==> config.mk <==
export PLATFORM = sky130hd
export DESIGN_NAME = pfa_ctrl
export DESIGN_NICKNAME = d
export VERILOG_FILES = /design/src/hw/rtl/page_frame_allocator_refcount_macros.svh /design/src/hw/rtl/pfa_pkg.sv /design/src/hw/rtl/pfa_ctrl.sv
export SDC_FILE = /design/constraint.sdc
export NUM_CORES = 1
export LEC_CHECK = 0
export BUFFER_PORTS_ARGS = -buffer_cell sky130_fd_sc_hd__buf_2
export CORE_AREA = 3 3 40 42
export DETAILED_ROUTE_END_ITERATION = 10
export DIE_AREA = 0 0 43 45
export PLACE_DENSITY = 0.3
export SLEW_MARGIN = 25
export SYNTH_ARGS = -nofsm -noshare
export SYNTH_HDL_FRONTEND = slang
export SYNTH_SLANG_ARGS = --single-unit
==> constraint.sdc <==
create_clock -name clk -period 1.85 [get_ports clk]
set_input_delay 0.2775 -clock clk [delete_from_list [all_inputs] [get_ports clk]]
set_output_delay 0.2775 -clock clk [all_outputs]
set_load 0.01 [all_outputs]
==> src/hw/rtl/page_frame_allocator_refcount_macros.svh <==
// ----------------------------------------------------------------------------
// Page frame allocator assertion macros
// Concurrent assertion helpers, compiled out when NO_ASSERTIONS is defined.
// ----------------------------------------------------------------------------
`ifndef PAGE_FRAME_ALLOCATOR_REFCOUNT_MACROS_SVH
`define PAGE_FRAME_ALLOCATOR_REFCOUNT_MACROS_SVH

`ifndef NO_ASSERTIONS

// Same-cycle implication.
`define PFA_ASSERT_IMP(lbl, clk_s, rst_s, ante, cons, msg) \
  lbl: assert property (@(posedge clk_s) disable iff (rst_s) (ante) |-> (cons)) \
    else $error(msg);

// Next-cycle implication.
`define PFA_ASSERT_NXT(lbl, clk_s, rst_s, ante, cons, msg) \
  lbl: assert property (@(posedge clk_s) disable iff (rst_s) (ante) |=> (cons)) \
    else $error(msg);

`else

`define PFA_ASSERT_IMP(lbl, clk_s, rst_s, ante, cons, msg)
`define PFA_ASSERT_NXT(lbl, clk_s, rst_s, ante, cons, msg)

`endif

`endif

==> src/hw/rtl/pfa_pkg.sv <==
// ----------------------------------------------------------------------------
// Page frame allocator package
// Sizes, request and response types, codes and controller interface structs.
// ----------------------------------------------------------------------------
`timescale 1ns / 1ps
`default_nettype none

package pfa_pkg;

  localparam int NUM_FRAMES  = 4096;
  localparam int COUNT_BITS  = 16;
  localparam int FRAME_BITS  = 12;
  localparam int FLAG_BITS   = 16;
  localparam int VALUE_BITS  = 16;
  localparam int KIND_BITS   = 3;
  localparam int STATUS_BITS = 3;

  localparam int FRAME_LIMIT = 1 << FRAME_BITS;
  // Frames that really exist: bounded by the pool size and the frame field
  localparam int MEM_FRAMES  = (NUM_FRAMES < FRAME_LIMIT) ? NUM_FRAMES : FRAME_LIMIT;
  localparam int MEM_AW      = $clog2(MEM_FRAMES);
  localparam int STK_AW      = $clog2(NUM_FRAMES);
  localparam int STK_CW      = $clog2(NUM_FRAMES + 1);
  localparam int FM_W        = COUNT_BITS + FLAG_BITS;

  localparam logic [COUNT_BITS-1:0] COUNT_MAX = {COUNT_BITS{1'b1}};

  // Configuration registers
  localparam int CFG_W     = FRAME_BITS + 1;
  localparam int REG_IDX_W = 1;
  localparam logic [REG_IDX_W-1:0] REG_POOL_FIRST = 1'b0;
  localparam logic [REG_IDX_W-1:0] REG_POOL_END   = 1'b1;
  localparam logic [CFG_W-1:0]     POOL_END_RESET = CFG_W'(FRAME_LIMIT);

  // Request kinds
  localparam logic [KIND_BITS-1:0] KIND_ALLOC    = 3'd0;
  localparam logic [KIND_BITS-1:0] KIND_FREE     = 3'd1;
  localparam logic [KIND_BITS-1:0] KIND_REF_INC  = 3'd2;
  localparam logic [KIND_BITS-1:0] KIND_REF_DEC  = 3'd3;
  localparam logic [KIND_BITS-1:0] KIND_REF_READ = 3'd4;
  localparam logic [KIND_BITS-1:0] KIND_FLAG_SET = 3'd5;
  localparam logic [KIND_BITS-1:0] KIND_FLAG_CLR = 3'd6;
  localparam logic [KIND_BITS-1:0] KIND_FLAG_TST = 3'd7;

  // Status codes
  localparam logic [STATUS_BITS-1:0] ST_OK        = 3'd0;
  localparam logic [STATUS_BITS-1:0] ST_NO_FRAME  = 3'd1;
  localparam logic [STATUS_BITS-1:0] ST_UNDERFLOW = 3'd2;
  localparam logic [STATUS_BITS-1:0] ST_SATURATED = 3'd3;
  localparam logic [STATUS_BITS-1:0] ST_STACK_FULL = 3'd4;

  typedef struct packed {
    logic [KIND_BITS-1:0]  kind;
    logic [FRAME_BITS-1:0] frame;
    logic [FLAG_BITS-1:0]  flag_mask;
  } req_t;

  typedef struct packed {
    logic [STATUS_BITS-1:0] status;
    logic [FRAME_BITS-1:0]  result_frame;
    logic [VALUE_BITS-1:0]  value;
    logic                   was_freed;
  } rsp_t;

  // Controller to datapath
  typedef struct packed {
    logic clear;   // write one zero entry of the frame memory
    logic accept;  // latch request, issue memory reads
    logic commit;  // write back state, load result register
  } cmd_t;

  // Datapath to controller
  typedef struct packed {
    logic clear_last;
    logic out_free;
  } stat_t;

endpackage

`default_nettype wire

==> src/hw/rtl/pfa_ctrl.sv <==
// ----------------------------------------------------------------------------
// Page frame allocator controller
// Sequences the clearing pass and the read / write-back of each request.
// ----------------------------------------------------------------------------
`timescale 1ns / 1ps
`default_nettype none

module pfa_ctrl
  import pfa_pkg::*;
(
  input  wire logic  clk,
  input  wire logic  rst,
  input  wire logic  in_valid,
  output logic       in_stall,
  output cmd_t       cmd,
  input  wire stat_t stat
);

  typedef enum logic [1:0] {
    S_CLEAR,
    S_IDLE,
    S_EXEC
  } state_t;

  state_t state;
  state_t state_next;

  always_comb begin
    cmd        = '0;
    state_next = state;
    case (state)
      S_CLEAR: begin
        cmd.clear = 1'b1;
        if (stat.clear_last) state_next = S_IDLE;
      end
      S_IDLE: begin
        cmd.accept = in_valid && !in_stall;
        if (cmd.accept) state_next = S_EXEC;
      end
      S_EXEC: begin
        // hold until the result register can take the response
        cmd.commit = stat.out_free;
        if (stat.out_free) state_next = S_IDLE;
      end
      default: state_next = S_IDLE;
    endcase
  end

  always_ff @(posedge clk) begin
    if (rst) begin
      state    <= S_CLEAR;
      in_stall <= 1'b1;
    end else begin
      state    <= state_next;
      in_stall <= (state_next != S_IDLE);
    end
  end

endmodule

`default_nettype wire

==> results.py <==
metrics = {
    "place": {
        "dp_hpwl_um": 271.7,
        "gp_congestion": 0.6145,
        "io_buffers": 8,
    },
    "run_status": {
        "status": "completed",
    },
    "pwr": {
        "irDropWorstVdd_v": 0.0001767,
        "power_leakage_nw": 0.1077,
        "power_density_nw_per_um2": 966.7,
        "total_power_mw": 0.2117,
    },
    "synthesis": {
        "synth.area.top_cells": "dfxtp_1 (45%), and4bb_4 (12%), nor3b_2 (9.3%), or4_4 (8.4%), o21ba_1 (7.5%)",
        "synth_cells": 11,
        "synth_seq_cells": 3,
        "yosys_warnings": 0,
        "avgSynthCellArea_sq_um": 12.17,
        "synth_top_area_share": 0.4486,
        "synthesis.area_sq_um": 133.9,
        "ys_types": 9,
        "seq_area_frac_synth": 0.4486,
        "yosys.area.top_type": "dfxtp_1",
        "syn-num-nets": 16,
    },
    "global_route": {
        "grt_start_max_net_pins": 6,
        "grt_usage": 0.04243,
        "antenna_found_initial": 0,
        "grt_first_pass_wirelength_um": 538,
        "grt_pass1_vias": 142,
        "overflow": 0,
    },
    "die": {
        "start_util": 0.1042,
        "ios": 9,
        "core-area_sq_um": 1285,
        "chipWidth_um": 43,
        "dieArea_sq_um": 1935,
        "rows": 13,
        "die_y_um": 45,
    },
    "clock_tree": {
        "ctsResizeCount": 0,
        "cts_tree": "built",
        "cts_hold_buf": 0,
        "clock_sinks": 3,
        "clkTransAtPathRegs_ns": 0.04,
        "clk_path_buf_depth": 2,
        "clkLatencyLatePin_ns": 0.23,
        "cts_setup_buffers": 0,
        "cts_made_buffers": 3,
        "root_buffer": "clkbuf_4",
        "cts_max_level": 1,
    },
    "sta": {
        "max_freq_ghz": 0.7508,
        "fin_tns_setup_ns": 0,
        "slew-limit-headroom": 0.8340,
        "report.final.slew_viol_count": 0,
        "rsz0062_at_grt": "false",
        "final-setup-viol-count": 0,
        "worstMarginPinSlew_ns": 0.2472,
        "hold_viol_final": 0,
        "finalCriticalPeriod_ns": 1.332,
        "fin_crit_sh": 0.7199,
        "finClkSkew_ns": 0.003992,
    },
    "route": {
        "routed_wl_um": 351,
        "vias_per_cell": 3.474,
        "via_count": 132,
        "drc": 0,
        "final_antenna_net_count": 0,
        "initialDrtViolationCount": 0,
        "wire_per_inst_um": 9.237,
        "dr.pass1.iters": 1,
    },
    "setup_path": {
        "start_kind": "register",
        "crit_arrival_ns": 1.05,
        "crit_start": "state[0]$_SDFF_PP0_",
        "criticalPathCategory": "reg -> out",
        "r2r_start": "state[1]$_SDFF_PP0_",
        "cp_max_fo": 5,
        "required_ns": 1.57,
        "worst_setup_path_end_kind": "output port",
    },
    "worst_hold_path": {
        "worstHoldPathType": "in -> reg",
        "hold_start": "rst",
    },
    "final_layout": {
        "num-nets-final": 29,
        "syn_to_final_growth_pct": 63.55,
        "drive_gt1_frac": 0.6087,
        "mostFrequentLayoutCells": "buf_2 (8), clkbuf_4 (3), dfxtp_1 (3)",
        "fillCellCount": 149,
        "diodes": 0,
        "final_common_cell": "buf_2",
    },
    "flow_run": {
        "maxCapViolations": 0,
    },
}
[area by class of cell]
type	count	area [sq um]	area share
sequential	3	60.06	0.2743
clock buffer	4	26.28	0.1200
timing repair buffer	8	40.04	0.1829
tap	15	18.77	0.08571
multi-input combinational	8	73.82	0.3371
[state kept, by name, indices dropped and copies added (netlist names)]
signal	cells
in_stall	1
state	2
[worst max-delay path, cell delays in order, from the launching register on]
cell	delay [ns]
dfxtp_1	0.40
and4bb_4	0.29
buf_2	0.14
[routing by layer]
layer,vias up,track usage,routed length [um]
li1,66,-,-
met1,59,0.04087,154
met2,7,0.04790,140
met3,0,0.03586,55
met4,0,0.05422,0
met5,-,0,0
[logic make-up after synthesis]
family | after synthesis | synth area share
AND/OR/NAND/NOR | 7 | 0.4766
flip-flops | 3 | 0.4486
AO/OA/AOI/OAI | 1 | 0.07477
[final timing paths]
| kind | end | slack (ns) | cells after the start |
|---|---|---|---|
| max | cmd[1] | 0.52 | 2 |
| min | state[0]$_SDFF_PP0_ | 0.25 | 2 |
| max reg2reg | in_stall$_SDFF_PP1_ | 0.62 | 2 |
| min reg2reg | state[1]$_SDFF_PP0_ | 0.69 | 2 |
[Yosys cell counts]
| master | number |
|---|---|
| and4bb_4 | 1 |
| and3b_1 | 1 |
| o21ba_1 | 1 |
| nor3b_2 | 1 |
| nor2_1 | 1 |
| dfxtp_1 | 3 |
| nor3_1 | 1 |
| nor4_1 | 1 |
| or4_4 | 1 |
[through the flow]
step           hold WS, ns  setup WS (ns)  cells  cell area, sq um    util
2_1_floorplan       0.3560         0.6136     11             133.9       -
4_1_cts             0.2355         0.5177     38             219.0  0.1704
6_report            0.2452         0.5181     38             219.0  0.1704
3_5_place_dp        0.4829         0.6380     34             192.7  0.1500
3_3_place_gp        0.4708         0.6464     34             192.7  0.1500
5_1_grt             0.2659         0.4679     38             219.0  0.1704
[power breakdown]
group | leakage, nW | switching (mW) | internal (mW) | total [mW]
sequential | 0.0249 | 0.00381 | 0.0695 | 0.0733
combinational | 0.0678 | 0.00992 | 0.0135 | 0.0235
clock | 0.0150 | 0.0340 | 0.0809 | 0.115
total | 0.108 | 0.0478 | 0.164 | 0.212
Note: power is estimated with default switching activity, not from simulation.
